===== config.mk =====
export PLATFORM = sky130hd
export DESIGN_NAME = bpa_ctrl
export DESIGN_NICKNAME = d
export VERILOG_FILES = /design/src/design/bpa_pkg.sv /design/src/design/bpa_ctrl.sv
export SDC_FILE = /design/constraint.sdc
export NUM_CORES = 1
export LEC_CHECK = 0
export BUFFER_PORTS_ARGS = -buffer_cell sky130_fd_sc_hd__buf_2
export CORE_MARGIN = 2
export CORE_UTILIZATION = 30
export CTS_BUF_LIST = sky130_fd_sc_hd__clkbuf_2
export DETAILED_ROUTE_END_ITERATION = 8
export HOLD_SLACK_MARGIN = 0.1
export PLACE_DENSITY = 0.57
export SYNTH_ARGS = -nofsm -noshare
export SYNTH_HDL_FRONTEND = slang
export SYNTH_SLANG_ARGS = --single-unit

===== constraint.sdc =====
create_clock -name clk -period 2.2 [get_ports clk]
set_input_delay 0.44 -clock clk [delete_from_list [all_inputs] [get_ports clk]]
set_output_delay 0.44 -clock clk [all_outputs]
set_load 0.03 [all_outputs]

===== src/design/bpa_pkg.sv =====
// bpa_pkg: field widths, codes, defaults and the controller/datapath interface types
// for the bitmap page allocator. No dependencies; every other design file imports it.
`default_nettype none

package bpa_pkg;

	// fixed field widths
	localparam int CFG_W      = 11;
	localparam int CFG_IDX_W  = 2;
	localparam int JOB_W      = 4;
	localparam int BYTES_W    = 16;
	localparam int STATUS_W   = 2;
	localparam int PAGE_W     = 6;
	localparam int BLOCK_W    = 10;
	localparam int FREE_W     = 11;
	localparam int PAGE_CNT_W = 7;

	// parameter defaults
	localparam int BLOCKS_DEF    = 1024;
	localparam int JOBS_DEF      = 16;
	localparam int MAX_PAGES_DEF = 64;

	// register reset values
	localparam int BLOCK_SIZE_RST   = 1;
	localparam int TOTAL_BLOCKS_RST = 1024;

	// register indexes
	localparam logic [CFG_IDX_W-1:0] REG_BLOCK_SIZE   = 2'd0;
	localparam logic [CFG_IDX_W-1:0] REG_TOTAL_BLOCKS = 2'd1;

	// request codes
	localparam logic ACT_ALLOC = 1'b0;
	localparam logic ACT_FREE  = 1'b1;

	typedef enum logic [STATUS_W-1:0] {
		STAT_OK      = 2'd0,
		STAT_NOSPACE = 2'd1,
		STAT_UNKNOWN = 2'd2,
		STAT_BUSY    = 2'd3
	} status_t;

	typedef enum logic [1:0] {
		OP_CLEAR = 2'd0,
		OP_COUNT = 2'd1,
		OP_FREE  = 2'd2,
		OP_ALLOC = 2'd3
	} sweep_op_t;

	// controller to datapath
	typedef struct packed {
		logic      accept;
		logic      sweep_start;
		logic      sweep_run;
		sweep_op_t op;
		logic      div_start;
		logic      commit;
		logic      release_job;
		logic      load_count;
		logic      emit_summary;
		status_t   sum_status;
	} bpa_cmd_t;

	// datapath to controller
	typedef struct packed {
		logic action;
		logic job_known;
		logic job_busy;
		logic div_busy;
		logic pages_zero;
		logic pages_reject;
		logic sweep_done;
		logic out_can_load;
		logic tb_written;
	} bpa_stat_t;

endpackage

`default_nettype wire


===== src/design/bpa_ctrl.sv =====
// bpa_ctrl: sequencing state machine of the page allocator; drives the datapath
// through bpa_cmd_t and reads bpa_stat_t. Depends on bpa_pkg.
`default_nettype none

module bpa_ctrl
	import bpa_pkg::*;
(
	input  logic      clk,
	input  logic      arst_n,
	input  logic      in_valid,
	output logic      in_stall,
	input  bpa_stat_t stat,
	output bpa_cmd_t  cmd
);

	typedef enum logic [8:0] {
		S_CLEAR   = 9'b000000001,
		S_RECOUNT = 9'b000000010,
		S_IDLE    = 9'b000000100,
		S_DECODE  = 9'b000001000,
		S_DIV     = 9'b000010000,
		S_CHECK   = 9'b000100000,
		S_ALLOC   = 9'b001000000,
		S_FREE    = 9'b010000000,
		S_SUMMARY = 9'b100000000
	} state_t;

	state_t  state_q, state_d;
	status_t sum_q, sum_d;
	logic    pending_q, pend_clr;

	assign in_stall = !((state_q == S_IDLE) && !pending_q);

	always_comb begin
		cmd            = '0;
		cmd.sum_status = sum_q;
		state_d        = state_q;
		sum_d          = sum_q;
		pend_clr       = 1'b0;
		case (state_q)
			S_CLEAR: begin
				cmd.sweep_run = 1'b1;
				cmd.op        = OP_CLEAR;
				if (stat.sweep_done) begin
					cmd.sweep_start = 1'b1;
					pend_clr        = 1'b1;
					state_d         = S_RECOUNT;
				end
			end
			S_RECOUNT: begin
				cmd.sweep_run = 1'b1;
				cmd.op        = OP_COUNT;
				if (stat.sweep_done) begin
					cmd.load_count = 1'b1;
					state_d        = S_IDLE;
				end
			end
			S_IDLE: begin
				if (pending_q) begin
					cmd.sweep_start = 1'b1;
					pend_clr        = 1'b1;
					state_d         = S_RECOUNT;
				end else if (in_valid) begin
					cmd.accept = 1'b1;
					state_d    = S_DECODE;
				end
			end
			S_DECODE: begin
				if (!stat.job_known) begin
					sum_d   = STAT_UNKNOWN;
					state_d = S_SUMMARY;
				end else if (stat.action == ACT_FREE) begin
					if (!stat.job_busy) begin
						sum_d   = STAT_UNKNOWN;
						state_d = S_SUMMARY;
					end else begin
						cmd.sweep_start = 1'b1;
						state_d         = S_FREE;
					end
				end else if (stat.job_busy) begin
					sum_d   = STAT_BUSY;
					state_d = S_SUMMARY;
				end else begin
					cmd.div_start = 1'b1;
					state_d       = S_DIV;
				end
			end
			S_DIV: begin
				if (!stat.div_busy) begin
					state_d = S_CHECK;
				end
			end
			S_CHECK: begin
				if (stat.pages_reject) begin
					sum_d   = STAT_NOSPACE;
					state_d = S_SUMMARY;
				end else begin
					cmd.commit = 1'b1;
					if (stat.pages_zero) begin
						sum_d   = STAT_OK;
						state_d = S_SUMMARY;
					end else begin
						cmd.sweep_start = 1'b1;
						state_d         = S_ALLOC;
					end
				end
			end
			S_ALLOC: begin
				cmd.sweep_run = 1'b1;
				cmd.op        = OP_ALLOC;
				if (stat.sweep_done) begin
					state_d = S_IDLE;
				end
			end
			S_FREE: begin
				cmd.sweep_run = 1'b1;
				cmd.op        = OP_FREE;
				if (stat.sweep_done) begin
					cmd.release_job = 1'b1;
					cmd.load_count  = 1'b1;
					sum_d           = STAT_OK;
					state_d         = S_SUMMARY;
				end
			end
			S_SUMMARY: begin
				if (stat.out_can_load) begin
					cmd.emit_summary = 1'b1;
					state_d          = S_IDLE;
				end
			end
			default: begin
				state_d = S_IDLE;
			end
		endcase
	end

	always_ff @(posedge clk or negedge arst_n) begin
		if (!arst_n) begin
			state_q   <= S_CLEAR;
			sum_q     <= STAT_OK;
			pending_q <= 1'b0;
		end else begin
			state_q <= state_d;
			sum_q   <= sum_d;
			if (stat.tb_written) begin
				pending_q <= 1'b1;
			end else if (pend_clr) begin
				pending_q <= 1'b0;
			end
		end
	end

endmodule

`default_nettype wire


# Word-level counts from Yosys, hierarchy flattened
# Index checks and enable logic that the tools add are counted.
# totals
ff_bits	12
out_inout_bits	13
elab_cells	77
# op_classes
eq_ne	18
n_mux	48
reduce_logical	8
# op_table
cell	count
two-way mux 9 bit	13
case mux 9 bit (8 select lines)	1
two-way mux 1 bit	21
two-way mux 2 bit	8
case mux 3 bit (4 select lines)	1
equality test 9 x 1 -> 1 bit (second input constant)	1
equality test 9 x 2 -> 1 bit (second input constant)	1
equality test 9 x 3 -> 1 bit (second input constant)	1
equality test 9 x 4 -> 1 bit (second input constant)	1
equality test 9 x 5 -> 1 bit (second input constant)	1
equality test 9 x 6 -> 1 bit (second input constant)	1
equality test 9 x 7 -> 1 bit (second input constant)	1
equality test 9 x 8 -> 1 bit (second input constant)	1
equality test 9 bit (second input constant)	1
inequality test 2 bit (second input constant)	4
inequality test 4 bit (second input constant)	2
inequality test 3 bit (second input constant)	2
case mux 2 bit (3 select lines)	1
AND reduction 6 bit	1
AND reduction 5 bit	1
case mux 1 bit (2 select lines)	2
case mux 1 bit (4 select lines)	1
nonzero test 3 bit	1
logical NOT 1 bit	2
other kinds (4)	4

# Longest topological paths before layout
# Gate-level depths: netlist (run 1).
# logic_depth
ltp_word	4
mapped_depth	7
ltp_nobuf	5

# Least setup slack after synthesis (run 1)
# Ideal clock, no wire load.
# synth_path
kind	register to output
startpoint	register state_q[6]
endpoint	output cmd[11] in the netlist's numbering
t_arrival_ns	2.138
t_required_ns	1.760
setup_slack_ns	-0.378
path_stages_with_launch	6
n_path_buf	1
path_cell_list	dfrtp_1 > clkbuf_1 > nor3_1 > and2_1 > nand4b_1 > nor2_1
# synth_lines
item	line	source
from (decl)	bpa_ctrl.sv:28	state_t state_q, state_d;
from (signal assigned)	bpa_ctrl.sv:143	state_q <= state_d;
to (decl)	bpa_ctrl.sv:13	output bpa_cmd_t cmd

==> impl_metrics.py, run 1 <==
metrics = {
    "outcome": {
        "status": "complete, but fails checks",
        "violations": "negative setup slack",
    },
    "critical_path": {
        "critPathMaxFanout": 7,
        "required_ns": 1.76,
        "ff2ff_path_depth": 6,
        "cp-end-kind": "primary output",
        "critPathKind": "flip-flop to primary output",
        "cp-start-kind": "flip-flop",
        "crit_arrival_ns": 1.98,
    },
    "synthesis": {
        "yosysWarnings": 0,
        "synth-edff-count": 0,
        "synth.top_cells.by_area": "dfrtp_1, nor2_1, nand3_1, nor3_1, xnor2_1",
        "syn_nets": 138,
        "synth.distinct_cells": 44,
        "avgSynthCellArea_um2": 8.224,
        "synth_area_mm2": 0.001020,
        "synth_ff_type": "dfrtp_1",
        "synthArstFlopShare": 1.000,
        "ys_seq_area_frac": 0.2957,
        "yosysTopAreaCellShare": 0.2699,
        "yosys.area.top_type": "dfrtp_1",
        "ys_ff_latch": 12,
        "synthCells": 124,
    },
    "drt": {
        "final_antenna_net_count": 0,
        "drtPass1Iterations": 4,
        "drt_wl_total_mm": 2.963,
        "wl_per_cell_um": 14.11,
        "drt_iter0_drc": 48,
        "routed_via_density": 5.243,
        "vias": 1101,
        "drc": 0,
    },
    "flow_run": {
        "drv_cap": 0,
    },
    "grt": {
        "antenna_found_initial": 0,
        "grt_overflow": 0,
        "grt_util_all_layers": 0.1649,
        "grt_pass1_wl_mm": 5.092,
        "grt_start_max_net_pins": 13,
        "grt_pass1_vias": 1075,
    },
    "timing": {
        "finalClockSkew_ns": 0.01174,
        "finalSetupViolCount": 7,
        "worst_pin_slew_ns": 0.3291,
        "worst_slew_margin_rel": 0.7777,
        "fin_crit_sh": 1.100,
        "fin_ws_ns": -0.2197,
        "drv_slew": 0,
        "fmax_ghz": 0.4133,
        "rsz0062_at_grt": "yes",
        "period_needed_ns": 2.420,
        "hold_viol_final": 0,
        "setup_tns_ns": -0.6656,
    },
    "pwr": {
        "p_leak_nw": 0.6753,
        "powerDensity_mw_per_mm2": 898.9,
        "peakVddDrop_mv": 0.3153,
        "power_mw": 1.298,
    },
    "final_layout": {
        "num-fill-cells": 357,
        "syn2layout_area_growth_pct": 41.59,
        "final_area_mm2": 0.001444,
        "finalNetCount": 179,
        "diodes": 0,
        "drive_gt1_frac": 0.3902,
    },
    "floorplan": {
        "dieHeight_um": 62.30,
        "io_pins": 25,
        "dieArea_mm2": 0.003881,
        "start_util": 0.3080,
        "rows": 21,
        "die_w_um": 62.30,
        "core_mm2": 0.003311,
    },
    "clocking": {
        "cts_sinks": 12,
        "cts-root-buf": "clkbuf_2",
        "h-tree-depth": 1,
        "clkLatencyLatePin_ns": 0.28,
        "path_clk_slew_ns": 0.14,
        "cts_buffers": 3,
        "cts_tree": "built",
        "clock_path_buffers": 2,
    },
    "min_path": {
        "hold_class": "input port to flip-flop",
        "holdPathStages": 2,
    },
    "placement": {
        "place.detailed.hpwl_mm": 2.350,
        "globalplace.congestion": 0.8364,
        "io_buffers": 24,
        "placed_cell_area_mm2": 0.001296,
    },
}
## synth_stat cells, types with 2 or more instances
master    count
a21boi_1      2
a22o_1        2
a31o_1        2
and2_1        3
buf_2         2
buf_6         2
clkbuf_1      5
dfrtp_1      11
ha_1          2
inv_1         7
nand2_1       6
nand2b_1      3
nand3_1       8
nand4_1       3
nor2_1       14
nor3_1        7
nor3b_1       3
nor4bb_1      2
o21ai_0       5
o22ai_1       2
o31a_1        2
or3_1         4
or4_4         2
xnor2_1       4
xor2_1        2
## worst max-delay path: stages (launching register included)
cell and delay [ns]:
dfrtp_1 0.41, or4_4 0.61, nor2_2 0.12, and4b_1 0.23
a41oi_1 0.08, nand3_2 0.11, buf_6 0.13
## layout make-up
cell class | count | area [um2] | area share
multi-input combinational | 96 | 711.9 | 0.4931
inverter | 7 | 26.28 | 0.01820
clock inverter | 1 | 3.754 | 0.002600
tap | 46 | 57.56 | 0.03986
timing repair buffer | 45 | 327.8 | 0.2270
clock buffer | 3 | 15.01 | 0.01040
sequential | 12 | 301.5 | 0.2088
## sequential cells by signal (all words and copies together), names as in the netlist
signal,cells
pending_q,1
state_q,9
sum_q,2
## cells by family after synthesis
kind of cell | after synthesis | synth area share
XOR/XNOR | 6 | 0.05153
adder cells (fa/ha/maj) | 2 | 0.02454
AO/OA/AOI/OAI | 24 | 0.1841
flip-flops | 12 | 0.2957
AND/OR/NAND/NOR | 64 | 0.3681
buffers and inverters | 16 | 0.07608
## routing by layer
metal	GRT usage	wire (um)	share of wire
met5	0	0	0
met4	0.06944	63	0.021
met3	0.03080	155	0.052
met2	0.2677	1388	0.47
met1	0.2153	1355	0.46
## stage by stage
| step | utilization | worst slack, ns | cells | hold WS (ns) |
|---|---|---|---|---|
| global placement | 0.3915 | 0.08424 | 200 | 0.3417 |
| CTS | 0.4206 | -0.2273 | 208 | 0.3385 |
| detailed placement | 0.3915 | 0.03659 | 200 | 0.3474 |
| finish | 0.4361 | -0.2197 | 210 | 0.3312 |
| floorplan | - | -0.09499 | 124 | 0.1444 |
| global route | 0.4361 | -0.3079 | 210 | 0.3222 |
## layout by cell type (no fill, tap or decap), drive strengths merged, types with 4 or more instances in the layout
cell,netlist,routed
xnor2,4,4
nor2,14,14
nand2,6,6
nand3,8,8
o21ai,5,5
dfrtp,11,11
buf,4,44
nor3,7,7
inv,7,7
or3,4,4
## report_power, final
group	internal [mW]	switching (mW)
Sequential	0.270	0.0414
Combinational	0.388	0.475
Clock	0.0395	0.0840
## final timing paths
| kind | start | end | slack (ns) |
|---|---|---|---|
| setup / recovery | state_q[2]$_DFFE_PN0P_ | cmd[10] | -0.22 |
| hold / removal | stat[0] | pending_q$_DFFE_PN0P_ | 0.33 |
| setup reg to reg | state_q[2]$_DFFE_PN0P_ | sum_q[0]$_DFFE_PN0P_ | 0 |
| hold reg to reg | state_q[0]$_DFFE_PN1P_ | state_q[0]$_DFFE_PN1P_ | 0.55 |
| max in group asynchronous | arst_n | state_q[0]$_DFFE_PN1P_ | 1.37 |
| min in group asynchronous | arst_n | state_q[8]$_DFFE_PN0P_ | 0.55 |
## what timing repair did
action	4_1_cts	5_1_grt
hold buffers	1	0
endpoints found under the hold margin	11	0
endpoints found under the setup margin	7	12
buffers inserted	3	2
gates cloned	0	0
pin swaps	3	1
gates resized for setup	15	11
Note: power is estimated with default switching activity, not from simulation.
==> inputs of run 2 (changes only) <==
CAP_MARGIN = 20   (was default)
SETUP_SLACK_MARGIN = 0.1   (was default)
==> run 2 against run 1 <==
  * The flow still finishes with violations (negative setup slack)
  * Hold slack got worse by 0.00094 ns
  * Global-route usage fell by 0.65 points
  * Routed wire length up 2.9%
  * First-iteration DRC count shrank 27%
  * Sequential cell count unchanged
  * Critical endpoint unchanged
==> impl_metrics.py, run 2 (synthesis results as in run 1) <==
metrics = {
    "outcome": {
        "status": "complete, but fails checks",
        "violations": "negative setup slack",
    },
    "placement": {
        "place.detailed.hpwl_mm": 2.245,
        "placed_cell_area_mm2": 0.001296,
        "globalplace.congestion": 0.8830,
        "io_buffers": 24,
    },
    "grt": {
        "grt_pass1_vias": 1052,
        "grt_start_max_net_pins": 13,
        "grt_pass1_wl_mm": 4.926,
        "grt_overflow": 0,
        "antenna_found_initial": 0,
        "grt_util_all_layers": 0.1585,
    },
    "critical_path": {
        "critPathKind": "flip-flop to primary output",
        "worstReg2RegEnd": "sum_q[0]$_DFFE_PN0P_",
        "required_ns": 1.76,
        "cp-end-kind": "primary output",
        "ff2ff_path_depth": 6,
        "crit_arrival_ns": 1.94,
        "reg2reg_setup_slack_ns": 0.02,
        "r2r_start": "state_q[2]$_DFFE_PN0P_",
        "critPathMaxFanout": 6,
        "cp-start-kind": "flip-flop",
        "cp-startpoint": "state_q[2]$_DFFE_PN0P_",
    },
    "timing": {
        "period_needed_ns": 2.381,
        "hold_viol_final": 0,
        "fin_ws_ns": -0.1813,
        "finalClockSkew_ns": 0.007035,
        "fmax_ghz": 0.4199,
        "worst_slew_margin_rel": 0.7764,
        "setup_tns_ns": -0.6445,
        "worst_pin_slew_ns": 0.3330,
        "drv_slew": 0,
        "rsz0062_at_grt": "yes",
        "finalSetupViolCount": 6,
        "fin_crit_sh": 1.082,
    },
    "drt": {
        "routed_via_density": 5.270,
        "drc": 0,
        "vias": 1112,
        "drtPass1Iterations": 4,
        "wl_per_cell_um": 14.45,
        "drt_iter0_drc": 35,
        "drt_wl_total_mm": 3.049,
        "final_antenna_net_count": 0,
    },
    "floorplan": {
        "rows": 21,
        "dieArea_mm2": 0.003881,
        "io_pins": 25,
        "dieHeight_um": 62.30,
        "die_w_um": 62.30,
        "core_mm2": 0.003311,
        "start_util": 0.3080,
    },
    "final_layout": {
        "diodes": 0,
        "finalNetCount": 180,
        "layout_common_cells": "buf_4, buf_2, nor2_1, dfrtp_1, buf_6",
        "final_area_mm2": 0.001490,
        "mostFrequentLayoutCell": "buf_4",
        "largest_reg_flops": 9,
        "regMostFlops": "state_q",
        "drive_gt1_frac": 0.4182,
        "reg.largest.list": "state_q x9, sum_q x2, pending_q x1",
        "syn2layout_area_growth_pct": 46.14,
        "final_util": 0.4501,
    },
    "pwr": {
        "peakVddDrop_mv": 0.3657,
        "p_leak_nw": 0.6862,
        "powerDensity_mw_per_mm2": 915.5,
        "power_mw": 1.364,
    },
    "clocking": {
        "clkLatencyLatePin_ns": 0.28,
        "cts_sinks": 12,
        "cts-root-buf": "clkbuf_2",
        "path_clk_slew_ns": 0.13,
        "cts_tree": "built",
        "cts_buffers": 3,
        "clock_path_buffers": 2,
        "h-tree-depth": 1,
    },
    "min_path": {
        "hold_class": "input port to flip-flop",
        "holdPathStages": 2,
        "hold-path-endpoint": "pending_q$_DFFE_PN0P_",
        "hp-start": "stat[0]",
    },
    "flow_run": {
        "drv_cap": 0,
    },
}
## run 2: cell types whose count changed in the layout (fill, tap and decap cells not counted), sizes merged
cell	before	now
buf	44	45
## run 2: final cells by class
type | count | area, um2
multi-input cells | 96 | 743.2
clock buffers | 3 | 15.01
well taps | 46 | 57.56
inverters | 7 | 26.28
repair buffers | 46 | 340.3
fillers | 348 | 1821
flip-flops and latches | 12 | 304.0
clock inverters | 1 | 3.754
## run 2: repair_timing
item                       4_1_cts  5_1_grt
hold buffers                     1        0
hold endpoints to repair        11        0
gates resized for setup         20       12
pin swaps                        3        5
buffers inserted                 2        4
setup endpoints to repair       10       13
## run 2: worst max path at each step
stage	endpoint	depth (start not counted)
3_5_place_dp	cmd[10]	6
4_1_cts	cmd[10]	6
2_1_floorplan	cmd[3]	4
5_1_grt	cmd[10]	6
6_report	cmd[10]	6
3_3_place_gp	cmd[10]	6
## run 2: per-stage QoR
| step | hold slack [ns] | setup slack, ns | instances |
|---|---|---|---|
| after global routing | 0.3251 | -0.2481 | 211 |
| after CTS | 0.3430 | -0.1633 | 207 |
| after detailed placement | 0.3432 | 0.06394 | 200 |
| after floorplan | 0.1444 | -0.09499 | 124 |
| final | 0.3302 | -0.1813 | 211 |
| after global placement | 0.3450 | 0.07454 | 200 |
## run 2: worst max-delay path: stages (launching register included)
cell and delay [ns]:
dfrtp_1 0.40, or4_4 0.62, nor2_4 0.12, and4b_1 0.23, a41oi_2 0.06, nand3_2 0.10, buf_6 0.13
## run 2: per-layer routing
layer  vias to the layer above  routed length (um)  global-route usage
met5                         -                   0                   0
met4                         0                  45             0.06389
met3                         5                 123             0.02899
met2                        31                1478              0.2595
met1                       537                1402              0.2065
li1                        539                   -                   -
## run 2: report_power, final
part / leakage, nW / switching, mW / internal (mW)
Clock: 0.0140 / 0.0808 / 0.0394
Combinational: 0.523 / 0.490 / 0.432
Sequential: 0.150 / 0.0507 / 0.271
Total: 0.686 / 0.622 / 0.742
==> inputs of run 3 (changes only) <==
PLACE_DENSITY = 0.54   (was 0.57)
==> run 3 against run 2 <==
  * The flow still finishes with violations (negative setup slack)
  * Largest cell class unchanged
  * Count of clock-buffer cells in the layout increased by 1
  * Non-clock buffer count fell by 2
  * Register-to-register slack gained 0.08 ns
  * Hold slack improved by 0.023 ns
  * Clock skew rose by 0.0078 ns
  * Critical path type unchanged
==> impl_metrics.py, run 3 (synthesis results as in run 1) <==
metrics = {
    "drt": {
        "drc": 0,
        "final_antenna_net_count": 0,
        "wl_per_cell_um": 15.15,
        "drt_wl_total_mm": 3.166,
        "met3_length_um": 230,
        "routed_via_density": 5.311,
        "drtPass1Iterations": 5,
        "drt_iter0_drc": 52,
        "highest_layer": "met4",
        "vias": 1110,
        "met1_length_mm": 1.381,
        "wl_met2_mm": 1.532,
    },
    "final_layout": {
        "layout_common_cells": "buf_4, buf_2, nor2_1, buf_6, dfrtp_1",
        "syn2layout_area_growth_pct": 46.38,
        "reg.largest.list": "state_q x9, sum_q x2, pending_q x1",
        "num-fill-cells": 339,
        "regMostFlops": "state_q",
        "mostFrequentLayoutCell": "buf_4",
        "diodes": 0,
        "drive_gt1_frac": 0.4356,
        "largest_reg_flops": 9,
        "finalNetCount": 178,
    },
    "placement": {
        "dp_slack_ns": 0.03012,
        "io_buffers": 24,
        "place.detailed.hpwl_mm": 2.373,
        "globalplace.congestion": 0.8267,
    },
    "timing": {
        "fmax_ghz": 0.4228,
        "worst_slew_margin_rel": 0.7805,
        "worst_pin_slew_ns": 0.3269,
        "hold_viol_final": 0,
        "drv_slew": 0,
        "finalSetupViolCount": 6,
        "fin_ws_ns": -0.1655,
        "finalClockSkew_ns": 0.01485,
        "period_needed_ns": 2.365,
        "setup_tns_ns": -0.6477,
        "rsz0062_at_grt": "yes",
        "fin_crit_sh": 1.075,
    },
    "critical_path": {
        "crit_chain": "or4_4 > nor2_4 > and4b_1 > a41oi_2 > nand3_2 > buf_6",
        "ff2ff_path_depth": 6,
        "critPathSlowestCell": "or4_4",
        "critPathMaxStageDelay_ns": 0.63,
        "critPathKind": "flip-flop to primary output",
        "cp-end-kind": "primary output",
        "cp-start-kind": "flip-flop",
        "crit_arrival_ns": 1.93,
        "reg2reg_setup_slack_ns": 0.10,
        "critPathMaxFanout": 8,
        "required_ns": 1.76,
        "cp-startpoint": "state_q[2]$_DFFE_PN0P_",
        "worstReg2RegEnd": "sum_q[0]$_DFFE_PN0P_",
        "r2r_start": "state_q[2]$_DFFE_PN0P_",
    },
    "min_path": {
        "hp-start": "stat[0]",
        "holdPathStages": 2,
        "hold-path-endpoint": "pending_q$_DFFE_PN0P_",
        "hold_class": "input port to flip-flop",
    },
    "floorplan": {
        "dieHeight_um": 62.30,
        "io_pins": 25,
        "rows": 21,
        "die_w_um": 62.30,
        "start_util": 0.3080,
        "dieArea_mm2": 0.003881,
        "core_mm2": 0.003311,
    },
    "grt": {
        "grt_pass1_vias": 1109,
        "antenna_found_initial": 0,
        "grt_overflow": 0,
        "grt_pass1_wl_mm": 5.395,
        "grt_start_max_net_pins": 13,
        "grt_util_all_layers": 0.1737,
    },
    "pwr": {
        "combPwrFrac": 0.660,
        "power.switching_uw": 623.0,
        "p_leak_nw": 0.6749,
        "peakVddDrop_mv": 0.5278,
        "switching_share": 0.4687,
        "powerDensity_mw_per_mm2": 890.6,
        "intPower_uw": 706.3,
        "seqPwrFrac": 0.240,
        "clock_power_share": 0.100,
    },
    "clocking": {
        "cts_tree": "built",
        "clock_path_buffers": 2,
        "clkLatencyLatePin_ns": 0.29,
        "h-tree-depth": 1,
        "cts_sinks": 12,
        "cts_buffers": 3,
        "path_clk_slew_ns": 0.14,
        "cts-root-buf": "clkbuf_2",
    },
    "flow_run": {
        "drv_cap": 0,
    },
    "outcome": {
        "status": "complete, but fails checks",
        "violations": "negative setup slack",
    },
}
==> run 3: cell count changes in the layout (fill, tap and decap cells not counted), sizes merged <==
cell and delta:
buf -2, clkbuf +1, clkinv -1
==> run 3: layout make-up <==
| type | count | area (um2) | share of cell area |
|---|---|---|---|
| timing repair buffer | 44 | 331.6 | 0.2221 |
| inverter | 7 | 26.28 | 0.01760 |
| tap | 46 | 57.56 | 0.03856 |
| multi-input combinational | 96 | 752.0 | 0.5038 |
| clock buffer | 4 | 20.02 | 0.01341 |
| sequential | 12 | 305.3 | 0.2045 |
==> run 3: worst max-delay path by stage <==
| stage | endpoint | cells after the start |
|---|---|---|
| after CTS | cmd[10] | 6 |
| after global routing | cmd[10] | 6 |
| after global placement | cmd[10] | 5 |
| after floorplan | cmd[3] | 4 |
| final | cmd[10] | 6 |
| after detailed placement | cmd[10] | 5 |
==> run 3: timing repair <==
| action | CTS | global route |
|---|---|---|
| hold buffers | 1 | 0 |
| gates resized for setup | 25 | 14 |
| pin swaps | 5 | 3 |
| setup endpoints to repair | 10 | 11 |
| buffers inserted | 4 | 1 |
| endpoints found under the hold margin | 11 | 0 |
==> run 3: power groups by stage <==
stage	registers (mW)	clock network, mW	logic (mW)
after floorplan	0.334	0	0.499
after CTS	0.317	0.134	0.833
after detailed placement	0.318	0	0.719
final	0.319	0.133	0.878
after global placement	0.316	0	0.719
after global routing	0.325	0.148	0.948
==> run 3: per-layer routing <==
metal / track usage / vias up
met5: 0 / -
met4: 0.02500 / 0
met3: 0.03623 / 4
met2: 0.2894 / 50
met1: 0.2381 / 525
li1: - / 531
==> run 3: worst max-delay path, delay by kind of cell (launching register included) <==
| family | cells | cell delay, ns |
|---|---|---|
| AO/OA/AOI/OAI | 1 | 0.06 |
| buffers and inverters | 1 | 0.13 |
| flip-flops | 1 | 0.40 |
| AND/OR/NAND/NOR | 4 | 1.06 |
==> run 3: per-stage QoR <==
step           hold slack [ns]  instances  power (mW)  instance area, um2  utilization
4_1_cts                 0.3354        208       1.284                1440       0.4350
6_report                0.3534        209       1.329                1493       0.4509
2_1_floorplan           0.1444        124      0.8337                1057            -
3_5_place_dp            0.3492        199       1.037                1289       0.3893
5_1_grt                 0.3332        209       1.421                1493       0.4509
3_3_place_gp            0.3437        199       1.035                1289       0.3893
